### config.mk
export PLATFORM = sky130hd
export DESIGN_NAME = clock_button_mode_controller_top
export DESIGN_NICKNAME = d
export VERILOG_FILES = /design/src/design/cbmc_pkg.sv /design/src/design/cbmc_core.sv /design/src/design/clock_button_mode_controller_top.sv
export SDC_FILE = /design/constraint.sdc
export NUM_CORES = 1
export LEC_CHECK = 0
export BUFFER_PORTS_ARGS = -buffer_cell sky130_fd_sc_hd__clkbuf_2
export CAP_MARGIN = 10
export CORE_ASPECT_RATIO = 0.8
export CORE_UTILIZATION = 50
export CTS_CLUSTER_SIZE = 25
export DETAILED_ROUTE_END_ITERATION = 8
export GPL_ROUTABILITY_DRIVEN = 0
export GPL_TIMING_DRIVEN = 0
export HOLD_SLACK_MARGIN = 0.1
export PLACE_DENSITY = 0.64
export SLEW_MARGIN = 10
export SYNTH_ARGS = -nofsm -noshare
export SYNTH_HDL_FRONTEND = slang
export SYNTH_SLANG_ARGS = --single-unit
### constraint.sdc
create_clock -name aclk -period 4.11 [get_ports aclk]
set_clock_uncertainty 0.1 [all_clocks]
set_input_delay 0.822 -clock aclk [delete_from_list [all_inputs] [get_ports aclk]]
set_output_delay 0.822 -clock aclk [all_outputs]
set_load 0.1 [all_outputs]
### src/design/cbmc_pkg.sv
package cbmc_pkg;

    localparam int DEBOUNCE_W   = 10;
    localparam int LONG_PRESS_W = 12;
    localparam int CFG_DATA_W   = 12;
    localparam int CFG_INDEX_W  = 1;

    localparam logic [DEBOUNCE_W-1:0]   DEBOUNCE_RESET   = 10'd50;
    localparam logic [LONG_PRESS_W-1:0] LONG_PRESS_RESET = 12'd1000;

    localparam logic [CFG_INDEX_W-1:0] REG_DEBOUNCE   = 1'b0;
    localparam logic [CFG_INDEX_W-1:0] REG_LONG_PRESS = 1'b1;

    localparam int IN_DATA_W  = 8;
    localparam int OUT_DATA_W = 16;

    typedef enum logic [2:0] {
        MODE_SHOW = 3'd0,
        MODE_MIN  = 3'd1,
        MODE_HOUR = 3'd2,
        MODE_FMT  = 3'd3,
        MODE_AMPM = 3'd4
    } mode_t;

    typedef enum logic [1:0] {
        EV_NONE  = 2'd0,
        EV_SHORT = 2'd1,
        EV_LONG  = 2'd2
    } event_t;

    localparam logic [2:0] ACT_NONE = 3'd0;

    typedef struct packed {
        logic [2:0] down_action;
        logic [2:0] up_action;
        logic [1:0] mode_event;
        logic [2:0] mode_state;
    } result_t;

endpackage

### src/design/cbmc_core.sv
module cbmc_core
    import cbmc_pkg::*;
#(
    parameter int COUNT_WIDTH = 12
) (
    input  logic                   aclk,
    input  logic                   aresetn,
    input  logic                   cfg_wr_en,
    input  logic [CFG_INDEX_W-1:0] cfg_index,
    input  logic [CFG_DATA_W-1:0]  cfg_data,
    input  logic                   tick,
    input  logic                   mode_level,
    input  logic                   up_level,
    input  logic                   down_level,
    input  logic                   twelve_hour,
    output result_t                result
);

    localparam int DB_CMP_W = (COUNT_WIDTH > DEBOUNCE_W) ? COUNT_WIDTH : DEBOUNCE_W;
    localparam int LP_CMP_W = (COUNT_WIDTH > LONG_PRESS_W) ? COUNT_WIDTH : LONG_PRESS_W;

    logic [DEBOUNCE_W-1:0]   debounce_reg;
    logic [LONG_PRESS_W-1:0] long_press_reg;

    logic [2:0]             mode_reg, mode_next;
    logic [2:0]             prev_reg;
    logic [COUNT_WIDTH-1:0] since_reg [3];
    logic [COUNT_WIDTH-1:0] since_next [3];
    logic [COUNT_WIDTH-1:0] since_inc [3];
    logic [COUNT_WIDTH-1:0] timer_reg, timer_next, timer_inc;
    logic                   timing_reg, timing_next;

    logic [2:0] levels;
    logic [2:0] accepted;
    logic [1:0] ev;
    logic [2:0] action;

    assign levels = {down_level, up_level, mode_level};

    always_comb begin
        for (int i = 0; i < 3; i++) begin
            since_inc[i] = (&since_reg[i]) ? since_reg[i] : since_reg[i] + 1'b1;
            accepted[i]  = (levels[i] != prev_reg[i]) &&
                           (DB_CMP_W'(since_inc[i]) > DB_CMP_W'(debounce_reg));
        end
        timer_inc = (&timer_reg) ? timer_reg : timer_reg + 1'b1;
    end

    always_comb begin
        mode_next   = mode_reg;
        timer_next  = timer_reg;
        timing_next = timing_reg;
        ev          = EV_NONE;
        for (int i = 0; i < 3; i++) begin
            since_next[i] = since_inc[i];
        end

        if (timing_reg) begin
            timer_next = timer_inc;
            if (!mode_level) begin
                ev = EV_SHORT;
                case (mode_reg)
                    MODE_MIN:  mode_next = MODE_HOUR;
                    MODE_HOUR: mode_next = MODE_FMT;
                    MODE_FMT:  mode_next = twelve_hour ? MODE_AMPM : MODE_MIN;
                    MODE_AMPM: mode_next = MODE_MIN;
                    default:   mode_next = mode_reg;
                endcase
            end else if (LP_CMP_W'(timer_inc) >= LP_CMP_W'(long_press_reg)) begin
                ev        = EV_LONG;
                mode_next = (mode_reg == MODE_SHOW) ? MODE_MIN : MODE_SHOW;
            end
            if (ev != EV_NONE) begin
                timing_next   = 1'b0;
                since_next[0] = '0;
            end
        end else begin
            if (accepted[0]) begin
                since_next[0] = '0;
                if (mode_level) begin
                    timing_next = 1'b1;
                    timer_next  = '0;
                end
            end
            for (int i = 1; i < 3; i++) begin
                if (accepted[i]) begin
                    since_next[i] = '0;
                end
            end
        end
    end

    // action code equals the setting state; none in show time or unused codes
    assign action = (mode_next >= MODE_MIN && mode_next <= MODE_AMPM) ? mode_next : ACT_NONE;

    always_comb begin
        result.mode_state  = mode_next;
        result.mode_event  = ev;
        result.up_action   = (!timing_reg && accepted[1] && up_level) ? action : ACT_NONE;
        result.down_action = (!timing_reg && accepted[2] && down_level) ? action : ACT_NONE;
    end

    always_ff @(posedge aclk) begin
        if (!aresetn) begin
            debounce_reg   <= DEBOUNCE_RESET;
            long_press_reg <= LONG_PRESS_RESET;
        end else if (cfg_wr_en) begin
            case (cfg_index)
                REG_DEBOUNCE:   debounce_reg   <= cfg_data[DEBOUNCE_W-1:0];
                REG_LONG_PRESS: long_press_reg <= cfg_data[LONG_PRESS_W-1:0];
                default: ;
            endcase
        end
    end

    always_ff @(posedge aclk) begin
        if (!aresetn) begin
            mode_reg   <= MODE_SHOW;
            prev_reg   <= '0;
            timer_reg  <= '0;
            timing_reg <= 1'b0;
            for (int i = 0; i < 3; i++) begin
                since_reg[i] <= '0;
            end
        end else if (tick) begin
            mode_reg   <= mode_next;
            prev_reg   <= levels;
            timer_reg  <= timer_next;
            timing_reg <= timing_next;
            for (int i = 0; i < 3; i++) begin
                since_reg[i] <= since_next[i];
            end
        end
    end

endmodule

### src/design/clock_button_mode_controller_top.sv
// Channel   Dir  Handshake          Payload
// s_        in   s_tvalid/s_tready  s_tdata: tick button levels and hour format
// m_        out  m_tvalid/m_tready  m_tdata: mode state, mode event, up/down actions
// cfg_      in   cfg_wr_en          cfg_index, cfg_data
//
// One word in, one word out; a word is taken every cycle while downstream keeps up.
// The result of a taken word is registered in the output register before it appears on m_.
// A word taken while m_tvalid is high and m_tready is low waits in a skid register; s_tready is low while it is full.
// Reset is synchronous on aresetn; registers return to 50 and 1000 ticks.
module clock_button_mode_controller_top
    import cbmc_pkg::*;
#(
    parameter int COUNT_WIDTH = 12
) (
    input  logic                   aclk,
    input  logic                   aresetn,
    input  logic                   cfg_wr_en,
    input  logic [CFG_INDEX_W-1:0] cfg_index,
    input  logic [CFG_DATA_W-1:0]  cfg_data,
    input  logic                   s_tvalid,
    output logic                   s_tready,
    // mode_level, up_level, down_level, twelve_hour, zero pad
    input  logic [IN_DATA_W-1:0]   s_tdata,
    output logic                   m_tvalid,
    input  logic                   m_tready,
    // mode_state[2:0], mode_event[4:3], up_action[7:5], down_action[10:8], zero pad
    output logic [OUT_DATA_W-1:0]  m_tdata
);

    result_t result;
    result_t out_reg, skid_reg;
    logic    out_valid_reg, skid_valid_reg;
    logic    take, pop;

    assign s_tready = !skid_valid_reg;
    assign take     = s_tvalid && s_tready;
    assign pop      = out_valid_reg && m_tready;

    cbmc_core #(
        .COUNT_WIDTH(COUNT_WIDTH)
    ) u_core (
        .aclk        (aclk),
        .aresetn     (aresetn),
        .cfg_wr_en   (cfg_wr_en),
        .cfg_index   (cfg_index),
        .cfg_data    (cfg_data),
        .tick        (take),
        .mode_level  (s_tdata[0]),
        .up_level    (s_tdata[1]),
        .down_level  (s_tdata[2]),
        .twelve_hour (s_tdata[3]),
        .result      (result)
    );

    always_ff @(posedge aclk) begin
        if (!aresetn) begin
            out_valid_reg  <= 1'b0;
            skid_valid_reg <= 1'b0;
        end else if (!out_valid_reg || pop) begin
            if (skid_valid_reg) begin
                out_valid_reg  <= 1'b1;
                skid_valid_reg <= 1'b0;
            end else begin
                out_valid_reg <= take;
            end
        end else if (take) begin
            skid_valid_reg <= 1'b1;
        end
    end

    always_ff @(posedge aclk) begin
        if (!out_valid_reg || pop) begin
            out_reg <= skid_valid_reg ? skid_reg : result;
        end else if (take) begin
            skid_reg <= result;
        end
    end

    assign m_tvalid = out_valid_reg;
    assign m_tdata  = OUT_DATA_W'(out_reg);

endmodule

[Yosys cells after proc, flatten, opt, wreduce, memory -nomap -nowiden]
Memories as Yosys holds them, arrays and structs flattened.
Index checks and enable logic that the tools add are counted.
Cells by class
  mux-type cells: 39
  shift operators: 0
  reduce and logical (&&, ||, !) cells: 27
  equality and inequality tests: 7
  bitwise gates (word level): 6
  order comparisons: 6
  divide/modulo/power cells: 0
  $add $sub $neg: 4
  multipliers: 0
Operators with widths (count)
  $mux W12: 15
  $add A12 B1 Y12 const B: 4
  $reduce_and A12 Y1: 4
  $gt A12 B10 Y1: 3
  $mux W24: 1
  $mux W3: 7
  $ge A12 B12 Y1: 1
  $pmux W3 S4: 1
  $mux W11: 1
  $logic_and A1 B1 Y1: 10
  $mux W1: 10
  $mux W2: 4
  $eq A3 B2 Y1 const B: 2
  $reduce_and A2 Y1: 3
  $reduce_bool A2 Y1: 3
  $eq A3 B1 Y1 const B: 1
  $eq A3 B3 Y1 const B: 1
  $ge A3 B1 Y1 const B: 1
  $le A3 B3 Y1 const B: 1
  $logic_not A1 Y1: 3
  $logic_not A3 Y1: 1
  $ne A1 B1 Y1: 3
  $not A1 Y1: 3
  $or A1 B1 Y1: 3
  other kinds (3): 3
Storage, ports and cells
  output and inout port bits: 18
  word-level logic and storage cells: 106
  memories kept: 1
  register bits after elaboration: 65
  bits in latches: 0
  bits of input ports: 26
  memory bits (read-only): 0
  RAM bits: 36
Memories
  u_core.since_reg: depth 3, bits a word 12, read ports 3, clocked after memory_dff 0, wr ports 3, line cbmc_core.sv:27  | logic [COUNT_WIDTH-1:0] since_reg [3];

[Logic depth before layout (Yosys ltp)]
Gate-level depths: netlist of the first run.
  depth in word-level cells: 11
  depth in mapped cells: 16
  depth with buffers taken out: 14

[Hierarchy]
From an unflattened synthesis of the first run, not the netlist that was laid out.
Unflattened totals
  cells, all modules: 639
  area total of the unflattened synthesis: 6164.7 um2
Modules (own cells, without submodules)
  cbmc_core: area an instance 5195.0 um2, seq. area each 1901.8 um2, cells each 589, instances 1
  clock_button_mode_controller_top: area an instance 969.7 um2, seq. area each 700.7 um2, cells each 50, instances 1

[Least setup slack after synthesis of the first run]
Ideal clock, no wire load.
  kind: flip-flop to flip-flop
  start point: mem u_core.since_reg[0][0]
  end point: mem u_core.since_reg[0][10] (data pin)
  data arrival time: 2.946 ns
  slack: 0.806 ns
  stages on the path, launching flop included: 15
  data required time: 3.752 ns
  period minus slack after synthesis: 3.304 ns
  buffers on the path: 2
  library setup time: 0.258 ns
  cells stage by stage: edfxtp_1 -> ha_1 -> nand3_1 -> or4_1 -> buf_2 -> mux2_2 -> ha_1 -> nor2b_1 -> o21bai_1 -> a21o_1 -> a31oi_1 -> nor2_1 -> o21ai_1 -> buf_2 -> nor3_1
RTL lines (line)
  from (decl): cbmc_core.sv:27

==> results.py, run 1 <==
metrics = {
    "critical_path": {
        "critical_path.top_delay_family": "compound AO/OA/AOI/OAI gates",
        "critPathSlowestCell": "edfxtp_1",
        "cp_data_arrival_time_ps": 3850,
        "cp-end-kind": "flip-flop",
        "start_kind": "flip-flop",
        "cp_num_buf_inv": 2,
        "cpPeakStageDelay_ps": 460,
        "critPathKind": "flip-flop to flip-flop",
        "crit_fanout": 10,
        "cp_data_required_time_ps": 4090,
        "path_cells": "ha_1 -> nand3_1 -> nor3_2 -> nand3_1 -> clkbuf_1 -> mux2_2 -> ha_1 -> nor2b_1 -> o211ai_1 -> a21oi_1 -> o21ai_2 -> a211oi_2 -> nand2b_1 -> buf_4 -> a21oi_1",
    },
    "placed_design": {
        "place_ws_ps": 150,
        "portBuffers": 34,
        "dp_cells": 834,
        "hpwl_microns": 10300,
    },
    "power": {
        "clkPwrFrac": 0.334,
        "p_seq_frac": 0.475,
        "power.leakage_nw": 2.84,
        "power-per-cell-area_nw_per_um2": 360,
        "sw_frac_of_total": 0.310,
        "peakVddDrop_uv": 203,
        "intPower_mw": 1.70,
        "power_mw": 2.46,
        "p_switching_mw": 0.763,
        "p_comb_frac": 0.191,
    },
    "die": {
        "io_pins": 44,
        "dieArea_sq_um": 12700,
        "fp.dieW_microns": 126,
        "start_util": 0.523,
        "core_sq_um": 11700,
        "fp.dieH_microns": 101,
        "rows": 35,
    },
    "grt": {
        "antenna_found_initial": 0,
        "grt_max_degree": 25,
        "grt_overflow": 0,
        "first_global_vias": 4568,
        "grt_pass1_wl_microns": 22600,
        "grt_use_total": 0.227,
    },
    "yosys": {
        "synth_top_area_share": 0.284,
        "synth_edf_count": 58,
        "synthesis.area_sq_um": 6140,
        "ys_ff_latch": 101,
        "yosysTopAreaCell": "edfxtp_1",
        "ys_types": 69,
        "ys_seq_area_frac": 0.424,
        "ys.flop_type": "edfxtp_1",
        "syn_inst": 647,
        "synth_warnings": 0,
        "synth_area_leaders": "edfxtp_1 28%, dfxtp_1 14%, ha_1 9.4%, nand2_1 5.9%, xnor2_1 3.0%",
        "async_flop_share": 0,
        "synth.avg_cell_area_sq_um": 9.49,
    },
    "clock_tree": {
        "htreeDepth": 3,
        "cts_tree": "yes",
        "cts_buffer_depth": 2,
        "numCtsBuffers": 9,
        "cts.sinks": 101,
        "ctsRootBufferMaster": "clkbuf_16",
        "path_clk_slew_ps": 70,
        "clk_latency_ps": 350,
    },
    "timing": {
        "rsz0062_at_grt": "false",
        "post-route-min-period_ps": 3870,
        "drv_slew": 0,
        "tightest_slew_ps": 990,
        "finalSetupViolations": 0,
        "max_freq_ghz": 0.258,
        "worst_slack_ps": 239,
        "fin_crit_sh": 0.942,
        "hold_viol_final": 0,
        "hold_slack_ps": 366,
        "setup-tns-final_ps": 0,
        "max-slew-margin-rel": 0.337,
    },
    "routing": {
        "via_per_inst": 5.64,
        "via_count": 4797,
        "drt-initial-drc-count": 363,
        "drtAntennaViolNets": 0,
        "drc": 0,
        "wl_microns": 13700,
        "wire_per_inst_microns": 16.1,
        "drtPass1Iterations": 4,
    },
    "min_path": {
        "hp-class": "flip-flop to flip-flop",
    },
    "job": {
        "drv_cap": 0,
    },
    "cells_and_area": {
        "largest_reg_flops": 36,
        "diodes": 0,
        "syn_to_final_growth_pct": 11.3,
        "drive_gt1_frac": 0.138,
        "finalNetCount": 770,
        "fin_cells": 851,
        "final_common_cell": "nand2_1",
        "final_cell_mix": "96 x nand2_1, 58 x edfxtp_1, 46 x ha_1, 43 x dfxtp_1, 36 x nor2_1",
    },
    "outcome": {
        "outcome": "finished clean",
    },
}
path summary, 6_finish.rpt:
check | start | endpoint | cells past startpoint | slack, ps
hold / removal | u_core.debounce_reg[8] | u_core.debounce_reg[8] | 2 | 370
setup reg to reg | u_core.since_reg[0][24] | u_core.since_reg[0][33] | 15 | 240
setup / recovery | u_core.since_reg[0][24] | u_core.since_reg[0][33] | 15 | 240
hold reg to reg | u_core.debounce_reg[8] | u_core.debounce_reg[8] | 2 | 370
synth_stat cells, types with 2 or more instances:
cell type	n
a211oi_1	3
a211oi_2	3
a21boi_0	18
a21o_1	4
a21oi_1	24
a21oi_4	2
a22o_1	10
a22oi_1	2
a31oi_1	7
and2_1	6
and3_1	13
and4_1	2
buf_2	6
buf_4	6
clkbuf_1	14
dfxtp_1	43
edfxtp_1	58
ha_1	46
inv_1	30
mux2_2	7
mux2i_1	4
nand2_1	97
nand2b_1	7
nand3_1	32
nand3_2	2
nand3b_1	2
nand4_1	10
nor2_1	37
nor2b_1	26
nor3_1	8
nor3_2	3
nor3b_1	3
o211a_1	2
o211ai_1	11
o21a_1	10
o21ai_0	15
o21ai_1	6
o21ai_2	2
o22ai_1	2
o31ai_1	3
o31ai_2	3
or3_1	3
xnor2_1	21
xor2_1	9
cell type report:
type                       count  area (sq um)
sequential                   101          2600
tap                          148           185
fill                        1052          4900
clock inverter                 7          58.8
timing repair buffer          36           198
inverter                      31           116
clock buffer                   9           225
buffer                        28           143
multi-input combinational    491          3310
per-stage QoR:
| stage | area (sq um) | util |
|---|---|---|
| after global routing | 6840 | 0.583 |
| after CTS | 6820 | 0.581 |
| final | 6840 | 0.583 |
| after global placement | 6510 | 0.555 |
| after floorplan | 6160 | - |
| after detailed placement | 6530 | 0.557 |
kinds of logic (layout without fill, tap and decap cells):
group,after synthesis,in the layout,share of synthesized area
flops,101,101,0.424
fa+ha+maj,46,46,0.0937
other cells,1,5,0.000611
mux,11,11,0.0194
xor+xnor,30,30,0.0428
buf+inv,59,111,0.0422
simple gates,259,259,0.212
compound gates,140,140,0.166
worst reg2reg max path: cells and delay by family, from the launching register on:
family / cells / cell delay (ps)
compound gates: 5 / 780
simple gates: 5 / 710
buf+inv: 2 / 580
fa+ha+maj: 2 / 550
flops: 1 / 460
mux: 1 / 420
power by group through the flow:
stage | sequential (mW) | combinational, mW | clock (mW)
floorplan | 1.27 | 0.279 | 0
global placement | 1.19 | 0.452 | 0
detailed placement | 1.19 | 0.465 | 0
CTS | 1.17 | 0.468 | 0.837
global route | 1.18 | 0.519 | 0.877
finish | 1.17 | 0.471 | 0.823
routing by layer:
layer  up-vias  track usage  routed length [microns]
met5         -            0                        0
met3        18       0.0387                      535
met2        92        0.358                     5830
met1      2262        0.323                     7090
met4         0       0.0593                      216
li1       2425            -                        -
repair_timing:
item	CTS	global route
resized for setup	0	2
setup endpoints to repair	0	12
buffers inserted	0	1
hold endpoints to repair	0	0
hold buffers	0	0
Power figures use the tool's default switching activity.
==> inputs of run 2 (changes only) <==
--- a/config.mk
+++ b/config.mk
@@ -5,6 +5,7 @@
 export SDC_FILE = /design/constraint.sdc
 export NUM_CORES = 1
 export LEC_CHECK = 0
+export ABC_AREA = 1
 export BUFFER_PORTS_ARGS = -buffer_cell sky130_fd_sc_hd__clkbuf_2
 export CAP_MARGIN = 10
 export CORE_ASPECT_RATIO = 0.8
==> results.py, run 2 <==
metrics = {
    "grt": {
        "grt_max_degree": 23,
        "grt_pass1_wl_microns": 22800,
        "grt_use_total": 0.225,
        "grt_overflow": 0,
        "first_global_vias": 4949,
        "antenna_found_initial": 0,
    },
    "timing": {
        "drv_slew": 0,
        "hold_viol_final": 0,
        "hold_slack_ps": 365,
        "tightest_slew_ps": 874,
        "post-route-min-period_ps": 3560,
        "finalSetupViolations": 0,
        "fin_crit_sh": 0.865,
        "max_freq_ghz": 0.281,
        "max-slew-margin-rel": 0.416,
        "setup-tns-final_ps": 0,
        "rsz0062_at_grt": "false",
    },
    "critical_path": {
        "cp_data_arrival_time_ps": 3560,
        "start_kind": "flip-flop",
        "crit_fanout": 10,
        "cp_data_required_time_ps": 4120,
        "cp-end-kind": "flip-flop",
        "critPathKind": "flip-flop to flip-flop",
    },
    "cells_and_area": {
        "fill_cells": 1147,
        "diodes": 0,
        "largest_reg_flops": 36,
        "final_cell_mix": "173 x nand2_1, 123 x inv_1, 86 x nor2_1, 58 x edfxtp_1, 56 x a21oi_1",
        "syn_to_final_growth_pct": 11.9,
        "drive_gt1_frac": 0.124,
        "final_common_cell": "nand2_1",
        "fin_cells": 1026,
        "design_area_sq_um": 7050,
        "finalNetCount": 922,
    },
    "routing": {
        "drt-initial-drc-count": 317,
        "drtPass1Iterations": 5,
        "via_count": 5253,
        "drc": 0,
        "drtAntennaViolNets": 0,
        "wire_per_inst_microns": 13.4,
        "via_per_inst": 5.12,
        "wl_microns": 13700,
    },
    "die": {
        "core_sq_um": 12300,
        "rows": 36,
        "io_pins": 44,
        "fp.dieW_microns": 128,
        "dieArea_sq_um": 13100,
        "fp.dieH_microns": 102,
        "start_util": 0.514,
    },
    "yosys": {
        "synth_edf_count": 58,
        "synth_common_cells": "174 x nand2_1, 123 x inv_1, 86 x nor2_1, 58 x edfxtp_1, 56 x a21oi_1",
        "ys_seq_area_frac": 0.413,
        "yosysTopAreaCell": "edfxtp_1",
        "synth_area_leaders": "edfxtp_1 28%, dfxtp_1 14%, nand2_1 10%, ha_1 9.1%, inv_1 7.3%",
        "ys_ff_latch": 101,
        "async_flop_share": 0,
        "synth_warnings": 0,
        "syn_inst": 801,
        "synth_most_common_cell": "nand2_1",
        "synth.avg_cell_area_sq_um": 7.87,
        "synth_top_area_share": 0.276,
        "ys.flop_type": "edfxtp_1",
        "synthesis.area_sq_um": 6300,
        "ys_types": 48,
    },
    "power": {
        "power-per-cell-area_nw_per_um2": 362,
        "p_comb_frac": 0.177,
        "clkPwrFrac": 0.368,
        "p_seq_frac": 0.456,
        "p_switching_mw": 0.750,
        "peakVddDrop_uv": 292,
        "sw_frac_of_total": 0.294,
        "power.leakage_nw": 3.26,
        "intPower_mw": 1.80,
    },
    "outcome": {
        "outcome": "finished clean",
    },
    "clock_tree": {
        "numCtsBuffers": 9,
        "cts_buffer_depth": 2,
        "htreeDepth": 3,
        "ctsResizeCount": 0,
        "cts.sinks": 101,
        "clk_latency_ps": 360,
        "cts_tree": "yes",
        "cts_setup_buffers": 0,
        "path_clk_slew_ps": 70,
        "ctsRootBufferMaster": "clkbuf_16",
        "cts_hold_buf": 0,
    },
    "placed_design": {
        "dp_cells": 1010,
        "hpwl_microns": 10500,
        "post_dp_cell_area_sq_um": 6730,
        "portBuffers": 33,
    },
    "job": {
        "drv_cap": 0,
    },
    "min_path": {
        "hp-class": "flip-flop to flip-flop",
    },
}
-- run 2: cell types whose count changed after synthesis, sizes merged, moves of 10 or more --
cell / previous run / this run
a21boi: 19 / 0
a21oi: 26 / 60
a22o: 10 / 0
and3: 13 / 0
inv: 30 / 126
nand2: 98 / 183
nand3: 34 / 52
nor2: 37 / 99
nor2b: 26 / 1
o21a: 11 / 1
o21ai: 23 / 37
xnor2: 21 / 6
-- run 2: cell type report --
cell class              instances  area, sq um  area share
repair buffers                 34          193      0.0273
inverters                     127          477      0.0676
clock buffers                  10          229      0.0325
flip-flops and latches        101         2600       0.369
well taps                     171          214      0.0304
plain buffers                  20          121      0.0172
clock inverters                 6         93.8      0.0133
multi-input cells             557         3120       0.442
-- run 2: metrics by stage --
stage / utilization / total power [mW] / setup slack, ps
floorplan: - / 1.52 / 1130
global placement: 0.546 / 1.61 / 601
CTS: 0.575 / 2.56 / 527
detailed placement: 0.549 / 1.63 / 552
global route: 0.575 / 2.66 / 213
finish: 0.575 / 2.55 / 555
-- run 2: final timing paths --
kind / depth (start not counted) / slack (ps) / end / startpoint
hold reg to reg: 2 / 360 / u_core.long_press_reg[10] / u_core.long_press_reg[10]
setup / recovery: 22 / 550 / u_core.since_reg[0][25] / u_core.since_reg[0][24]
hold / removal: 2 / 360 / u_core.long_press_reg[10] / u_core.long_press_reg[10]
setup reg to reg: 22 / 550 / u_core.since_reg[0][25] / u_core.since_reg[0][24]
-- run 2: cells by family after synthesis --
group,share of synthesized area
simple gates,0.259
fa+ha+maj,0.0913
mux,0.00318
buf+inv,0.0949
other cells,0.000595
xor+xnor,0.0334
compound gates,0.105
flops,0.413
-- run 2: layer usage --
| metal | part of all wire | routed length (microns) | track usage |
|---|---|---|---|
| met3 | 0.046 | 630 | 0.0497 |
| met5 | 0 | 0 | 0 |
| met4 | 0.0098 | 134 | 0.0531 |
| met2 | 0.45 | 6220 | 0.371 |
| met1 | 0.49 | 6730 | 0.302 |
-- run 2: worst max-delay path: stages (launching register included) --
cell and delay (ps):
edfxtp_1 400, ha_1 200, nand3_2 130, nor3_4 250, nand4_2 170, nor2_1 290, nor3_1 110, nand2_1 90
xor2_1 230, inv_1 90, ha_1 290, nand2_1 50, nor2_1 150, nand2_1 70, nand2_1 70, nand2_1 50
nand2_1 50, nand2_1 60, nand3_2 80, nand2_2 60, nand2_2 110, buf_6 170, nor2_1 50
-- run 2: power by group through the flow --
stage | sequential [mW] | clock (mW) | combinational, mW
after floorplan | 1.24 | 0 | 0.282
after global placement | 1.18 | 0 | 0.428
after detailed placement | 1.18 | 0 | 0.447
after CTS | 1.16 | 0.953 | 0.451
after global routing | 1.17 | 0.987 | 0.504
final | 1.16 | 0.937 | 0.450
==> inputs of run 3 (changes only) <==
--- a/config.mk
+++ b/config.mk
@@ -9,13 +9,12 @@
 export BUFFER_PORTS_ARGS = -buffer_cell sky130_fd_sc_hd__clkbuf_2
 export CAP_MARGIN = 10
 export CORE_ASPECT_RATIO = 0.8
-export CORE_UTILIZATION = 50
+export CORE_UTILIZATION = 61
 export CTS_CLUSTER_SIZE = 25
 export DETAILED_ROUTE_END_ITERATION = 8
 export GPL_ROUTABILITY_DRIVEN = 0
-export GPL_TIMING_DRIVEN = 0
 export HOLD_SLACK_MARGIN = 0.1
-export PLACE_DENSITY = 0.64
+export PLACE_DENSITY = 0.76
 export SLEW_MARGIN = 10
 export SYNTH_ARGS = -nofsm -noshare
 export SYNTH_HDL_FRONTEND = slang
==> results.py, run 3 (same netlist as run 2, synthesis figures left out) <==
metrics = {
    "placed_design": {
        "hpwl_microns": 9880,
        "portBuffers": 34,
        "place_ws_ps": 624,
        "dp_cells": 957,
    },
    "clock_tree": {
        "ctsResizeCount": 0,
        "cts_setup_buffers": 0,
        "htreeDepth": 3,
        "clk_latency_ps": 340,
        "ctsRootBufferMaster": "clkbuf_16",
        "cts_buffer_depth": 2,
        "cts.sinks": 101,
        "cts_hold_buf": 0,
        "cts_tree": "yes",
        "path_clk_slew_ps": 70,
        "numCtsBuffers": 9,
    },
    "routing": {
        "via_count": 5123,
        "drc": 0,
        "drt-initial-drc-count": 370,
        "via_per_inst": 5.27,
        "wire_per_inst_microns": 13.5,
        "wl_microns": 13200,
        "drtPass1Iterations": 5,
        "drtAntennaViolNets": 0,
    },
    "die": {
        "fp.dieH_microns": 92.9,
        "dieArea_sq_um": 10700,
        "fp.dieW_microns": 116,
        "start_util": 0.640,
        "rows": 32,
        "core_sq_um": 9850,
        "io_pins": 44,
    },
    "timing": {
        "rsz0062_at_grt": "false",
        "tightest_slew_ps": 941,
        "post-route-min-period_ps": 3540,
        "max_freq_ghz": 0.283,
        "setup-tns-final_ps": 0,
        "worst_slack_ps": 571,
        "max-slew-margin-rel": 0.370,
        "finalSetupViolations": 0,
        "fin_crit_sh": 0.861,
        "hold_viol_final": 0,
        "drv_slew": 0,
    },
    "power": {
        "peakVddDrop_uv": 256,
        "power.leakage_nw": 3.19,
        "power_mw": 2.51,
        "power-per-cell-area_nw_per_um2": 366,
    },
    "critical_path": {
        "critPathKind": "flip-flop to flip-flop",
        "start_kind": "flip-flop",
        "cp_data_required_time_ps": 4220,
        "crit_fanout": 9,
        "cp_data_arrival_time_ps": 3650,
        "cp-end-kind": "flip-flop",
    },
    "cells_and_area": {
        "finalNetCount": 904,
        "largest_reg_flops": 36,
        "multi_input_comb_area_sq_um": 3120,
        "drive_gt1_frac": 0.116,
        "final_cell_mix": "174 x nand2_1, 123 x inv_1, 86 x nor2_1, 58 x edfxtp_1, 56 x a21oi_1",
        "seq_area_sq_um": 2600,
        "finish.utilization": 0.698,
        "fill_cells": 830,
        "diodes": 0,
        "final_common_cell": "nand2_1",
        "syn_to_final_growth_pct": 9.03,
        "fin_cells": 973,
    },
    "job": {
        "drv_cap": 0,
    },
    "grt": {
        "first_global_vias": 4834,
        "antenna_found_initial": 0,
        "grt_max_degree": 41,
        "grt_use_total": 0.265,
        "grt_overflow": 0,
        "grt_pass1_wl_microns": 22000,
    },
    "outcome": {
        "outcome": "finished clean",
    },
    "min_path": {
        "hp-class": "flip-flop to flip-flop",
    },
}
[run 3: critical path: stages, from the launching register on]
cell	delay [ps]
dfxtp_1	410
ha_1	230
nand2_1	100
inv_1	80
nand3_1	110
nor2_2	200
nand2_2	150
nand2_1	130
nor2_1	50
xor2_1	200
ha_1	280
nand2_1	70
nand2_1	60
nand2_1	50
nand2_1	50
a21oi_2	250
nand3_2	120
nand2_4	150
nand2_1	90
nand2_1	110
nand2_1	90
nor2_1	160
nand2_1	90
nand2_1	60
[run 3: where the power goes]
part	leakage [nW]	internal, mW	switching (mW)
Sequential	0.983	1.13	0.0365
Clock	0.154	0.539	0.379
Combinational	2.05	0.120	0.313
[run 3: path summary, 6_finish.rpt]
check,from,endpoint,slack [ps],cells after the start
min,u_core.long_press_reg[11],u_core.long_press_reg[11],360,2
max,u_core.timer_reg[0],m_tdata[6],570,23
max reg2reg,u_core.timer_reg[0],m_tdata[6],570,23
min reg2reg,u_core.long_press_reg[11],u_core.long_press_reg[11],360,2
[run 3: stage by stage]
step | cell area, sq um | hold slack (ps)
2_1_floorplan | 6320 | 335
3_3_place_gp | 6550 | 353
3_5_place_dp | 6550 | 359
4_1_cts | 6870 | 370
5_1_grt | 6870 | 400
6_report | 6870 | 365
[run 3: final cells by class]
| class | instances | area share |
|---|---|---|
| clock buffer | 10 | 0.0333 |
| sequential | 101 | 0.379 |
| tap | 136 | 0.0248 |
| inverter | 127 | 0.0694 |
| multi-input combinational | 557 | 0.453 |
| clock inverter | 6 | 0.0133 |
| timing repair buffer | 36 | 0.0270 |
[run 3: routing by layer]
metal,part of all wire,global-route usage
met5,0,0
met4,0.0088,0.0673
met3,0.038,0.0484
met2,0.46,0.433
met1,0.49,0.363
